[src/wps_pkg.sv]
`default_nettype none

package wps_pkg;

  // Width of the counter wrap register.
  localparam int unsigned WRAP_W = 17;

  // Configuration register indexes.
  localparam logic [2:0] REG_COUNTER_WRAP   = 3'd0;
  localparam logic [2:0] REG_PULSE_LENGTH   = 3'd1;
  localparam logic [2:0] REG_MOVING_THR     = 3'd2;
  localparam logic [2:0] REG_DISP_THR       = 3'd3;
  localparam logic [2:0] REG_WAIT_LIMIT     = 3'd4;
  localparam logic [2:0] REG_PULSE_SPD_LIM  = 3'd5;
  localparam logic [2:0] REG_SAMPLES_PER_S  = 3'd6;

  // Width of the divisor, 2000 times the sample count.
  localparam int unsigned DIV_W = 20;
  localparam logic [DIV_W-1:0] DIV_SCALE = 20'd2000;

  localparam logic [15:0] SPEED_MAX = 16'hFFFF;

  // Width of the doubled displacement word.
  localparam int unsigned DISP_W = 64;

endpackage

`default_nettype wire

[src/wps_delta.sv]
`default_nettype none

module wps_delta
  import wps_pkg::*;
#(
  parameter int unsigned COUNT_BITS = 16
) (
  input  wire logic [COUNT_BITS-1:0] cur_i,
  input  wire logic [COUNT_BITS-1:0] last_i,
  input  wire logic [COUNT_BITS-1:0] prev_i,
  input  wire logic [WRAP_W-1:0]     wrap_i,
  output logic      [COUNT_BITS-1:0] delta_o
);

  logic [COUNT_BITS-1:0] wrap_c;

  // Only the low bits of the wrap modulus matter once the delta is reduced.
  assign wrap_c = COUNT_BITS'(wrap_i);

  always_comb begin
    if (prev_i == '0 && last_i == '0) begin
      // Nothing seen yet on this side, so the reading only seeds the history.
      delta_o = '0;
    end else if (cur_i >= last_i) begin
      delta_o = cur_i - last_i;
    end else begin
      delta_o = wrap_c + cur_i - last_i;
    end
  end

endmodule

`default_nettype wire

[src/wheel_pulse_speed_estimator_core.sv]
// A sample runs with no speed update, with an update that saturates before the division,
// or with the full division. Samples are taken one at a time; a beat can be taken in the
// cycle after the result is written, and the result waits while the output register is full.
// One shared adder serves both bit-serial multiplications (16 and 10 steps) and the
// 16-step division.
// Reset clears all estimator state and loads the default register values.
`default_nettype none

module wheel_pulse_speed_estimator_core
  import wps_pkg::*;
#(
  parameter int unsigned COUNT_BITS = 16,
  parameter int unsigned ACCUM_BITS = 32
) (
  input  wire logic                  clk_i,
  input  wire logic                  rst_ni,

  input  wire logic                  cfg_we_i,
  input  wire logic [2:0]            cfg_idx_i,
  input  wire logic [31:0]           cfg_wdata_i,

  input  wire logic                  in_valid_i,
  output logic                       in_ready_o,
  input  wire logic [COUNT_BITS-1:0] left_count_i,
  input  wire logic [COUNT_BITS-1:0] right_count_i,
  input  wire logic [15:0]           left_speed_i,
  input  wire logic [15:0]           right_speed_i,

  output logic                       out_valid_o,
  input  wire logic                  out_ready_i,
  output logic [15:0]                fused_speed_o,
  output logic [15:0]                pulse_speed_out_o,
  output logic                       locked_o,
  output logic signed [31:0]         left_total_o,
  output logic signed [31:0]         right_total_o
);

  localparam int unsigned SUM_W = ACCUM_BITS + 1;
  localparam int unsigned P1_W  = SUM_W + 16;
  localparam int unsigned P2_W  = DISP_W + 10;
  localparam int unsigned AW    = (P1_W > P2_W) ? P1_W : P2_W;

  localparam logic [2:0] S_IDLE = 3'd0;
  localparam logic [2:0] S_LOAD = 3'd1;
  localparam logic [2:0] S_MUL1 = 3'd2;
  localparam logic [2:0] S_CMP  = 3'd3;
  localparam logic [2:0] S_MUL2 = 3'd4;
  localparam logic [2:0] S_PRE  = 3'd5;
  localparam logic [2:0] S_DIV  = 3'd6;
  localparam logic [2:0] S_DONE = 3'd7;

  // Configuration registers.
  logic [WRAP_W-1:0] wrap_q;
  logic [15:0]       pulse_len_q;
  logic [15:0]       moving_thr_q;
  logic [31:0]       disp_thr_q;
  logic [7:0]        wait_limit_q;
  logic [15:0]       spd_limit_q;
  logic [9:0]        sps_q;

  // Estimator state.
  logic [COUNT_BITS-1:0] last_l_q, last_r_q, prev_l_q, prev_r_q;
  logic [ACCUM_BITS-1:0] accum_l_q, accum_r_q;
  logic [7:0]            wait_cnt_q;
  logic                  lock_q;
  logic [15:0]           pspeed_q;
  logic [31:0]           total_l_q, total_r_q;

  // Per-sample working registers.
  logic [15:0] wheel_fused_q;
  logic        standstill_q;

  // Sequencer and shared datapath.
  logic [2:0]       state_q;
  logic [4:0]       step_q;
  logic [AW-1:0]    acc_q;
  logic [AW-1:0]    mcand_q;
  logic [15:0]      mult_q;
  logic [DIV_W-1:0] div_q;
  logic [DIV_W-1:0] rem_q;
  logic [15:0]      quot_q;

  // Output register.
  logic                 out_valid_q;
  logic [15:0]          out_fused_q;
  logic [15:0]          out_pspeed_q;
  logic                 out_locked_q;
  logic [31:0]          out_total_l_q, out_total_r_q;

  logic [COUNT_BITS-1:0] delta_l, delta_r;
  logic                  in_beat;

  wps_delta #(.COUNT_BITS(COUNT_BITS)) u_delta_l (
    .cur_i   (left_count_i),
    .last_i  (last_l_q),
    .prev_i  (prev_l_q),
    .wrap_i  (wrap_q),
    .delta_o (delta_l)
  );

  wps_delta #(.COUNT_BITS(COUNT_BITS)) u_delta_r (
    .cur_i   (right_count_i),
    .last_i  (last_r_q),
    .prev_i  (prev_r_q),
    .wrap_i  (wrap_q),
    .delta_o (delta_r)
  );

  assign in_ready_o = (state_q == S_IDLE);
  assign in_beat    = in_valid_i && in_ready_o;

  // The one adder that every multi-cycle step goes through.
  logic [AW-1:0]    add_a, add_b;
  logic             add_sub;
  logic [AW:0]      add_res;
  logic             add_borrow;
  logic [DIV_W-1:0] div_trial;

  assign div_trial = {rem_q[DIV_W-2:0], mult_q[15]};

  always_comb begin
    add_a   = acc_q;
    add_b   = mcand_q;
    add_sub = 1'b0;
    case (state_q)
      S_PRE: begin
        add_a   = AW'(acc_q[DISP_W-1:16]);
        add_b   = AW'(div_q);
        add_sub = 1'b1;
      end
      S_DIV: begin
        add_a   = AW'(div_trial);
        add_b   = AW'(div_q);
        add_sub = 1'b1;
      end
      default: begin
        add_a   = acc_q;
        add_b   = mcand_q;
        add_sub = 1'b0;
      end
    endcase
    add_res    = add_sub ? ({1'b0, add_a} - {1'b0, add_b}) : ({1'b0, add_a} + {1'b0, add_b});
    add_borrow = add_res[AW];
  end

  // Doubled displacement, saturated to 64 bits.
  logic [DISP_W-1:0] disp2;
  logic              trigger;
  logic [8:0]        sample_cnt;

  assign disp2      = (|acc_q[AW-1:DISP_W]) ? '1 : acc_q[DISP_W-1:0];
  assign trigger    = disp2 >= DISP_W'({disp_thr_q, 1'b0});
  assign sample_cnt = {1'b0, wait_cnt_q} + 9'd1;

  logic [15:0] wheel_avg;
  logic [16:0] wheel_sum;
  assign wheel_sum = {1'b0, left_speed_i} + {1'b0, right_speed_i};
  assign wheel_avg = wheel_sum[16:1];

  // Configuration port.
  always_ff @(posedge clk_i or negedge rst_ni) begin
    if (!rst_ni) begin
      wrap_q       <= 17'd65536;
      pulse_len_q  <= 16'd21000;
      moving_thr_q <= 16'd200;
      disp_thr_q   <= 32'd40000;
      wait_limit_q <= 8'd25;
      spd_limit_q  <= 16'd500;
      sps_q        <= 10'd50;
    end else if (cfg_we_i) begin
      case (cfg_idx_i)
        REG_COUNTER_WRAP:  wrap_q       <= cfg_wdata_i[WRAP_W-1:0];
        REG_PULSE_LENGTH:  pulse_len_q  <= cfg_wdata_i[15:0];
        REG_MOVING_THR:    moving_thr_q <= cfg_wdata_i[15:0];
        REG_DISP_THR:      disp_thr_q   <= cfg_wdata_i;
        REG_WAIT_LIMIT:    wait_limit_q <= cfg_wdata_i[7:0];
        REG_PULSE_SPD_LIM: spd_limit_q  <= cfg_wdata_i[15:0];
        REG_SAMPLES_PER_S: sps_q        <= cfg_wdata_i[9:0];
        default: ;
      endcase
    end
  end

  // Sequencer and estimator state.
  always_ff @(posedge clk_i or negedge rst_ni) begin
    if (!rst_ni) begin
      state_q       <= S_IDLE;
      step_q        <= '0;
      last_l_q      <= '0;
      last_r_q      <= '0;
      prev_l_q      <= '0;
      prev_r_q      <= '0;
      accum_l_q     <= '0;
      accum_r_q     <= '0;
      wait_cnt_q    <= '0;
      lock_q        <= 1'b0;
      pspeed_q      <= '0;
      total_l_q     <= '0;
      total_r_q     <= '0;
      out_valid_q   <= 1'b0;
    end else begin
      if (out_valid_q && out_ready_i && state_q != S_DONE) begin
        out_valid_q <= 1'b0;
      end

      case (state_q)
        S_IDLE: begin
          if (in_beat) begin
            prev_l_q  <= delta_l;
            prev_r_q  <= delta_r;
            last_l_q  <= left_count_i;
            last_r_q  <= right_count_i;
            accum_l_q <= accum_l_q + ACCUM_BITS'(delta_l);
            accum_r_q <= accum_r_q + ACCUM_BITS'(delta_r);
            total_l_q <= total_l_q + 32'(delta_l);
            total_r_q <= total_r_q + 32'(delta_r);
            if (delta_l != '0 || delta_r != '0) begin
              lock_q <= 1'b0;
            end
            state_q <= S_LOAD;
          end
        end
        S_LOAD: begin
          step_q  <= 5'd16;
          state_q <= S_MUL1;
        end
        S_MUL1: begin
          step_q <= step_q - 5'd1;
          if (step_q == 5'd1) begin
            state_q <= S_CMP;
          end
        end
        S_CMP: begin
          if (trigger) begin
            lock_q     <= 1'b0;
            accum_l_q  <= '0;
            accum_r_q  <= '0;
            wait_cnt_q <= '0;
            step_q     <= 5'd10;
            state_q    <= S_MUL2;
          end else begin
            if (wait_cnt_q >= wait_limit_q) begin
              if (standstill_q) begin
                lock_q     <= 1'b1;
                pspeed_q   <= '0;
                accum_l_q  <= '0;
                accum_r_q  <= '0;
                wait_cnt_q <= '0;
              end
            end else if (!lock_q) begin
              wait_cnt_q <= wait_cnt_q + 8'd1;
            end
            state_q <= S_DONE;
          end
        end
        S_MUL2: begin
          step_q <= step_q - 5'd1;
          if (step_q == 5'd1) begin
            state_q <= S_PRE;
          end
        end
        S_PRE: begin
          // A product beyond 64 bits, or a quotient of 2^16 or more, saturates.
          if ((|acc_q[AW-1:DISP_W]) || !add_borrow) begin
            pspeed_q <= SPEED_MAX;
            state_q  <= S_DONE;
          end else begin
            step_q  <= 5'd16;
            state_q <= S_DIV;
          end
        end
        S_DIV: begin
          step_q <= step_q - 5'd1;
          if (step_q == 5'd1) begin
            pspeed_q <= {quot_q[14:0], !add_borrow};
            state_q  <= S_DONE;
          end
        end
        S_DONE: begin
          if (!out_valid_q || out_ready_i) begin
            out_valid_q <= 1'b1;
            state_q     <= S_IDLE;
          end
        end
        default: begin
          state_q <= S_IDLE;
        end
      endcase
    end
  end

  // Datapath registers; they carry no control meaning between samples.
  always_ff @(posedge clk_i) begin
    case (state_q)
      S_IDLE: begin
        if (in_beat) begin
          if (left_speed_i > moving_thr_q && right_speed_i > moving_thr_q) begin
            wheel_fused_q <= wheel_avg;
          end else begin
            wheel_fused_q <= '0;
          end
          standstill_q <= (left_speed_i == '0) && (right_speed_i == '0);
        end
      end
      S_LOAD: begin
        acc_q   <= '0;
        mcand_q <= AW'({1'b0, accum_l_q} + {1'b0, accum_r_q});
        mult_q  <= pulse_len_q;
      end
      S_MUL1, S_MUL2: begin
        if (mult_q[0]) begin
          acc_q <= add_res[AW-1:0];
        end
        mcand_q <= {mcand_q[AW-2:0], 1'b0};
        mult_q  <= {1'b0, mult_q[15:1]};
      end
      S_CMP: begin
        acc_q   <= '0;
        mcand_q <= AW'(disp2);
        mult_q  <= 16'(sps_q);
        div_q   <= DIV_SCALE * DIV_W'(sample_cnt);
      end
      S_PRE: begin
        rem_q  <= acc_q[16+DIV_W-1:16];
        mult_q <= acc_q[15:0];
        quot_q <= '0;
      end
      S_DIV: begin
        if (!add_borrow) begin
          rem_q <= add_res[DIV_W-1:0];
        end else begin
          rem_q <= div_trial;
        end
        mult_q <= {mult_q[14:0], 1'b0};
        quot_q <= {quot_q[14:0], !add_borrow};
      end
      S_DONE: begin
        if (!out_valid_q || out_ready_i) begin
          if (wheel_fused_q == '0 && pspeed_q < spd_limit_q) begin
            out_fused_q <= pspeed_q;
          end else begin
            out_fused_q <= wheel_fused_q;
          end
          out_pspeed_q  <= pspeed_q;
          out_locked_q  <= lock_q;
          out_total_l_q <= total_l_q;
          out_total_r_q <= total_r_q;
        end
      end
      default: ;
    endcase
  end

  assign out_valid_o       = out_valid_q;
  assign fused_speed_o     = out_fused_q;
  assign pulse_speed_out_o = out_pspeed_q;
  assign locked_o          = out_locked_q;
  assign left_total_o      = signed'(out_total_l_q);
  assign right_total_o     = signed'(out_total_r_q);

  // A standstill lock always comes with a zeroed pulse speed.
  a_lock_zero_speed: assert property (@(posedge clk_i) disable iff (!rst_ni)
    out_valid_o && locked_o |-> pulse_speed_out_o == '0)
    else $error("locked result with non-zero pulse speed");

  // The partial remainder stays below the divisor throughout the division.
  a_rem_below_div: assert property (@(posedge clk_i) disable iff (!rst_ni)
    state_q == S_DIV |-> rem_q < div_q)
    else $error("division remainder not below divisor");

  // Once a result is written, the sequencer is ready for the next beat.
  a_done_to_idle: assert property (@(posedge clk_i) disable iff (!rst_ni)
    state_q == S_DONE && (!out_valid_q || out_ready_i) |=> in_ready_o && out_valid_o)
    else $error("result written without returning to idle");

  a_step_range: assert property (@(posedge clk_i) disable iff (!rst_ni)
    (state_q == S_MUL1 || state_q == S_MUL2 || state_q == S_DIV) |-> step_q != '0 &&
      step_q <= 5'd16)
    else $error("step counter out of range");

endmodule

`default_nettype wire

[config.mk]
export PLATFORM = sky130hd
export DESIGN_NAME = wheel_pulse_speed_estimator_core
export DESIGN_NICKNAME = d
export VERILOG_FILES = /design/src/wps_pkg.sv /design/src/wps_delta.sv /design/src/wheel_pulse_speed_estimator_core.sv
export SDC_FILE = /design/constraint.sdc
export NUM_CORES = 2
export LEC_CHECK = 0
export BUFFER_PORTS_ARGS = -buffer_cell sky130_fd_sc_hd__clkbuf_2
export CAP_MARGIN = 20
export CORE_MARGIN = 2
export CORE_UTILIZATION = 63
export DETAILED_ROUTE_END_ITERATION = 7
export PLACE_DENSITY_LB_ADDON = 0.3
export SYNTH_ARGS = -nofsm -noshare
export SYNTH_HDL_FRONTEND = slang
export SYNTH_SLANG_ARGS = --single-unit
[constraint.sdc]
create_clock -name clk_i -period 11.18 [get_ports clk_i]
set_clock_uncertainty 0.1 [all_clocks]
set_input_delay 0.559 -clock clk_i [delete_from_list [all_inputs] [get_ports clk_i]]
set_output_delay 0.559 -clock clk_i [all_outputs]
set_load 0.1 [all_outputs]
# Word-level counts from Yosys, hierarchy flattened
# Index checks and enable logic that the tools add are counted.
# word_totals
elab_cells	197
regBits	668
inputBits	104
output_inout_bits	99
# classes
n_eq_ne	32
reduce_logical	52
mux	54
add_sub_neg	17
multipliers	1
magnitude_cmp	7
# ops
op	n
74-bit one-hot mux with 2 select lines	2
74-bit one-hot mux with 3 select lines	1
16-bit two-way mux	10
32-bit two-way mux	5
74-bit two-way mux	2
32-bit by 16-bit adder with 32-bit output	4
32-bit one-hot mux with 2 select lines	2
16-bit logical NOT	7
16-bit one-hot mux with 5 select lines	1
74-bit by 74-bit adder with 75-bit output	1
75-bit two-way mux	1
74-bit by 74-bit subtractor with 75-bit output	1
64-bit by 33-bit greater-or-equal comparator with 1-bit output	1
64-bit two-way mux	1
16-bit subtractor	4
16-bit one-hot mux with 3 select lines	1
19-bit one-hot mux with 2 select lines	1
32-bit by 32-bit adder with 33-bit output	1
16-bit adder	2
16-bit greater-or-equal comparator	2
16-bit > comparator	2
8-bit two-way mux	4
16-bit nonzero test	2
15-bit one-hot mux with 2 select lines	1
other kinds (39)	104

# Longest topological paths before layout
# logic_depth
ltp_word	9
mapped_depth	30

# Cells and area by module
# A second synthesis with hierarchy kept.
# hier_totals
cells_unflattened	5045
hier_area_um2	47025.1
# modules_own_cells
module	cells_each	n_inst	area_each_um2	seq_area_each_um2
wheel_pulse_speed_estimator_core	4345	1	41987.8	18413.9
wps_delta at u_delta_l	378	1	2705.1	0.0
wps_delta at u_delta_r	322	1	2332.2	0.0

# Worst setup path before layout
# No wires, ideal clock.
# synth_path
kind	reg-to-reg
startpoint	register state_q[1]
endpoint	register out_fused_q[0] (netlist: fused_speed_o[0]) (enable)
stages_incl_launch_ff	6
setup_ns	0.674
period_less_slack_ns	8.958
t_arrival_ns	8.185
setup_slack_ns	2.222
path_cell_list	dfrtp_1 > buf_1 > buf_1 > clkbuf_1 > nand2_1 > nor3_1
# synth_between
elab_chain_len	2
# synth_rtl
element	line	rtl
start: declaration	wheel_pulse_speed_estimator_core.sv:74	logic [2:0] state_q;
start signal: assignment	wheel_pulse_speed_estimator_core.sv:187	state_q <= S_IDLE;
start signal: assignment	wheel_pulse_speed_estimator_core.sv:220	state_q <= S_LOAD;
start signal: assignment	wheel_pulse_speed_estimator_core.sv:225	state_q <= S_MUL1;
3-bit equality test	wheel_pulse_speed_estimator_core.sv:294	case (state_q)
2-bit AND reduction (no line)	n/a	
end signal: assignment	wheel_pulse_speed_estimator_core.sv:340	out_fused_q <= pspeed_q;
end signal: assignment	wheel_pulse_speed_estimator_core.sv:342	out_fused_q <= wheel_fused_q;
end: declaration	wheel_pulse_speed_estimator_core.sv:85	logic [15:0] out_fused_q;
# No other way between the ends.
# A chain may end at the register's enable or synchronous reset.

# Final worst setup path
# layout_path
startpoint	register state_q[2]
endpoint	register pspeed_q[0]
# layout_between
elab_chain_len	9
# layout_rtl
element	line	rtl
3-bit equality test	wheel_pulse_speed_estimator_core.sv:125, wheel_pulse_speed_estimator_core.sv:206	
2-bit OR reduction (no line)	n/a	
74-bit two-way mux	wheel_pulse_speed_estimator_core.sv:125	case (state_q)
74-bit by 74-bit adder with 75-bit output / 74-bit by 74-bit subtractor with 75-bit output (equally long branches)	wheel_pulse_speed_estimator_core.sv:142	add_res = add_sub ? ({1'b0, add_a} - {1'b0, add_b}) : ({1'b0, add_a} + {1'b0, add_b});
75-bit two-way mux	wheel_pulse_speed_estimator_core.sv:142	
1-bit logical NOT	wheel_pulse_speed_estimator_core.sv:264, wheel_pulse_speed_estimator_core.sv:275	
1-bit logical OR	wheel_pulse_speed_estimator_core.sv:264	if ((|acc_q[AW-1:DISP_W]) || !add_borrow) begin
2-bit != test (no line)	n/a	
6-bit AND reduction (no line)	n/a	
end signal: assignment	wheel_pulse_speed_estimator_core.sv:275	pspeed_q <= {quot_q[14:0], !add_borrow};
end: declaration	wheel_pulse_speed_estimator_core.sv:66	logic [15:0] pspeed_q;
# Several ways; a longest one is shown, not always the timed one. The select of a mux whose other input is x is not followed.

==> Implementation_results.wiki <==
{| class="wikitable"
! Metric !! Value
|-
| Largest family of logic cells by synthesized area || simple AND/OR/NAND/NOR gates
|-
| Count of cell types in the netlist || 85
|-
| Number of maximum-capacitance constraint violations || 0
|-
| Number of clock sinks seen by CTS || between 600 and 700
|-
| IR Drop Worst-Case VDD || between 150 and 200 uV
|-
| Post-route DRC violation count || 0
|-
| HPWL Detailed || around 97000 um
|-
| First-pass GRT wire length || between 200000 and 250000 um
|-
| Internal reg-to-reg setup slack || ~2600 ps
|-
| Stage delay of the slowest cell on the critical path || just under 700 ps
|-
| Normalized max-slew margin || between 20% and 30%
|-
| Total Power || 12.78 mW
|-
| Total congestion overflow || 0
|-
| Post CTS Setup Buffer Count || 0
|-
| Clock tree from TritonCTS || yes
|-
| Number of buffers inserted by port buffering || 202
|-
| Unrepaired setup endpoints after global routing || no
|-
| Biggest area consumer among synthesized cells || edfxtp_1
|-
| Static power due to leakage || ~23 nW
|-
| Number of buffer and inverter instances along the worst setup path || 4
|-
| Fraction of final layout cells with drive strength greater than 1 || a little under an eighth
|-
| Clock root buffer || clkbuf_16
|-
| Final cycle utilization of the critical path || 76.47%
|-
| Maximum number of buffers from clock root to sink || 3
|-
| Sequential Area || ~0.018 mm2
|-
| Critical Path Start Type || register
|-
| Die Outline Area || roughly 0.076 mm2
|-
| Pre-Repair DR Iteration Count || 6
|-
| Slack of the critical path || between 2000 and 3000 ps
|-
| Overall via count from detail_route || 38355
|-
| Hold Path Class || primary input to register
|-
| Number of antenna violations at the first check in global routing || 7
|-
| Number of fillers in the final layout || roughly 5500
|-
| Dominant register cell in the synthesized netlist || edfxtp_1
|-
| Vias in the first global route || between 30000 and 40000
|-
| Area share of fa/ha/maj cells after synthesis || roughly an eighth
|-
| Simple-gate share of the synthesized area || around 17%
|-
| Number of buffers created by CTS || 75
|-
| Remaining antenna violation count || 0
|-
| Height of the chip || about 280 um
|-
| Average vias per placed instance || between 6 and 7
|-
| Syn-to-layout area delta || 10.36%
|-
| Post-Syn Area per Cell || 9.424 um2
|-
| TNS Setup || 0 ps
|-
| Classification of the worst setup path || register to register
|-
| CP max stage cell || and3b_2
|-
| Arr. time, crit path || 8970 ps
|-
| Largest delay share family, worst path || compound AO/OA/AOI/OAI gates
|-
| Gr usage total || 34.77%
|-
| Mean routed wirelength per cell || ~22 um
|-
| Largest net degree at the start of global routing || roughly 100
|-
| Slew at the pin with the worst max-slew slack || roughly 1100 ps
|-
| Post-Syn Area || ~0.046 mm2
|-
| Pre-CTS WS || about 2800 ps
|-
| Clock Pin Slew Worst Setup and Hold Paths || approximately 60 ps
|-
| Net count, final || 5613
|-
| Multiplexer fraction of the synthesized cell area || between 3 and 4%
|-
| H-tree levels || 3
|-
| Smallest hold slack || 40.95 ps
|-
| Crit path capture type || register
|-
| Total count of hold-check failures in the final report || 0
|-
| Starting DRT DRC Count || approximately 3800
|-
| Time the worst path needs with I/O delays and setup || between 8000 and 9000 ps
|-
| Outcome || finished clean
|-
| Count of final max-slew check failures || 0
|-
| Placer Congestion || 1.017
|-
| EDFF count, synth || 328
|-
| Syn. warnings || 0
|-
| Row Count || between 90 and 100
|-
| Required time at the endpoint of the critical path || ~12000 ps
|-
| Count of mapped cells out of synthesis || slightly below 5000
|-
| FFs w/ async S/R, synth || between 50% and 60%
|-
| Most frequent cell after synthesis || nand2_1
|-
| Proportion of synthesized chip area in sequential cells || between 30% and 40%
|-
| Total wire length || about 130000 um
|-
| XOR/XNOR Fraction of Synth Area || under 10%
|-
| Power density of the placed cells || ~250 mW/mm2
|-
| Top fanout value on the critical path || 55
|-
| Starting density of the core || 63.54%
|-
| Highest achievable clock rate || about 0.12 GHz
|-
| Leading post-synthesis cells by cell area || edfxtp_1, dfrtp_1, ha_1
|-
| Synthesized Nets || roughly 5500
|-
| Area inside the core boundary || ~0.073 mm2
|-
| Die X || about 280 um
|-
| Insertion delay of the later-clocked pin in the worst-skew pair || 660 ps
|-
| Number of synthesized register bits || 668
|-
| Area taken by multi-input logic gates || roughly 0.026 mm2
|-
| I/O Pins || 203
|-
| Final count of negative-setup-slack endpoints || 0
|-
| Most numerous cell types in the synthesized netlist || nand2_1, ha_1, inv_1
|-
| Fraction of post-synthesis cell area in the top cell type by area || between 20% and 30%
|-
| Synth Area in Compound Gates || around 17%
|}
==> stage by stage <==
step	cell area, um2	utilization [%]	std cells
2_1_floorplan	46360	-	4919
3_5_place_dp	48320	66.23	5941
6_report	51160	70.12	6093
4_1_cts	51030	69.95	6082
3_3_place_gp	48300	66.21	5939
5_1_grt	51160	70.12	6093
==> final cells by class <==
class	count	area share, %
inverters	335	2.465
well taps	959	2.345
clock buffers	98	4.155
multi-input cells	3723	50.90
clock inverters	42	1.125
flip-flops and latches	668	35.94
diodes	5	0.02446
repair buffers	263	3.040
==> flip-flops by register name, summed over array words and instances (netlist names), 19 cells and up <==
register / cells
right_total_o: 32
acc_q: 74
left_total_o: 32
mcand_q: 74
accum_l_q: 32
rem_q: 19
total_l_q: 32
disp_thr_q: 32
total_r_q: 32
accum_r_q: 32
==> placed cells by master, fill, tap and decap left out, types with 33 or more instances in the layout <==
cell type / n
o31ai_1: 52
o21ai_0: 311
mux2i_1: 39
a211oi_1: 33
clkbuf_16: 77
nand4_1: 54
o21a_1: 40
and2_1: 65
inv_1: 330
a21oi_1: 263
or2_2: 51
fa_1: 64
xnor2_1: 192
mux2_2: 82
or3_1: 40
a31oi_1: 35
nor4_1: 62
nor2_1: 312
nor2b_1: 55
buf_4: 54
and3_1: 84
clkbuf_2: 201
nand3_1: 93
dfrtp_1: 316
nand2_1: 569
nand2b_1: 40
o21bai_1: 39
edfxtp_1: 328
nor3_1: 90
o21ai_1: 34
xor2_1: 155
ha_1: 379
a21o_1: 157
==> path summary, 6_finish.rpt <==
path	endpoint	cells past startpoint	start
setup / recovery	pspeed_q[0]$_DFFE_PN0P_	27	state_q[2]$_DFFE_PN0P_
hold / removal	disp_thr_q[26]$_DFFE_PN0P_	2	cfg_wdata_i[26]
setup reg to reg	pspeed_q[0]$_DFFE_PN0P_	27	state_q[2]$_DFFE_PN0P_
hold reg to reg	prev_r_q[6]$_DFFE_PN0P_	2	prev_r_q[6]$_DFFE_PN0P_
max in group asynchronous	disp_thr_q[29]$_DFFE_PN0P_	4	rst_ni
min in group asynchronous	last_r_q[1]$_DFFE_PN0P_	2	rst_ni
==> cells by family after synthesis <==
family          after synthesis
flops                       668
buf+inv                     528
fa+ha+maj                   443
mux                         126
xor+xnor                    347
simple gates               1613
compound gates             1194
==> routing by layer <==
layer	track usage (%)	up-vias	wire length, um
met5	0	-	0
met4	17.33	0	7481
met3	4.985	396	9470
met2	57.65	1654	62660
met1	44.82	18387	52940
li1	-	17918	-
==> where the power goes <==
part           switching [mW]  internal, mW
Clock                    1.10          1.56
Sequential              0.473          3.22
Combinational            3.82          2.60
==> timing repair <==
action | 4_1_cts | 5_1_grt
hold endpoints to repair | 48 | 0
gates resized for setup | 0 | 0
hold buffers | 1 | 0
Power figures use the tool's default switching activity.
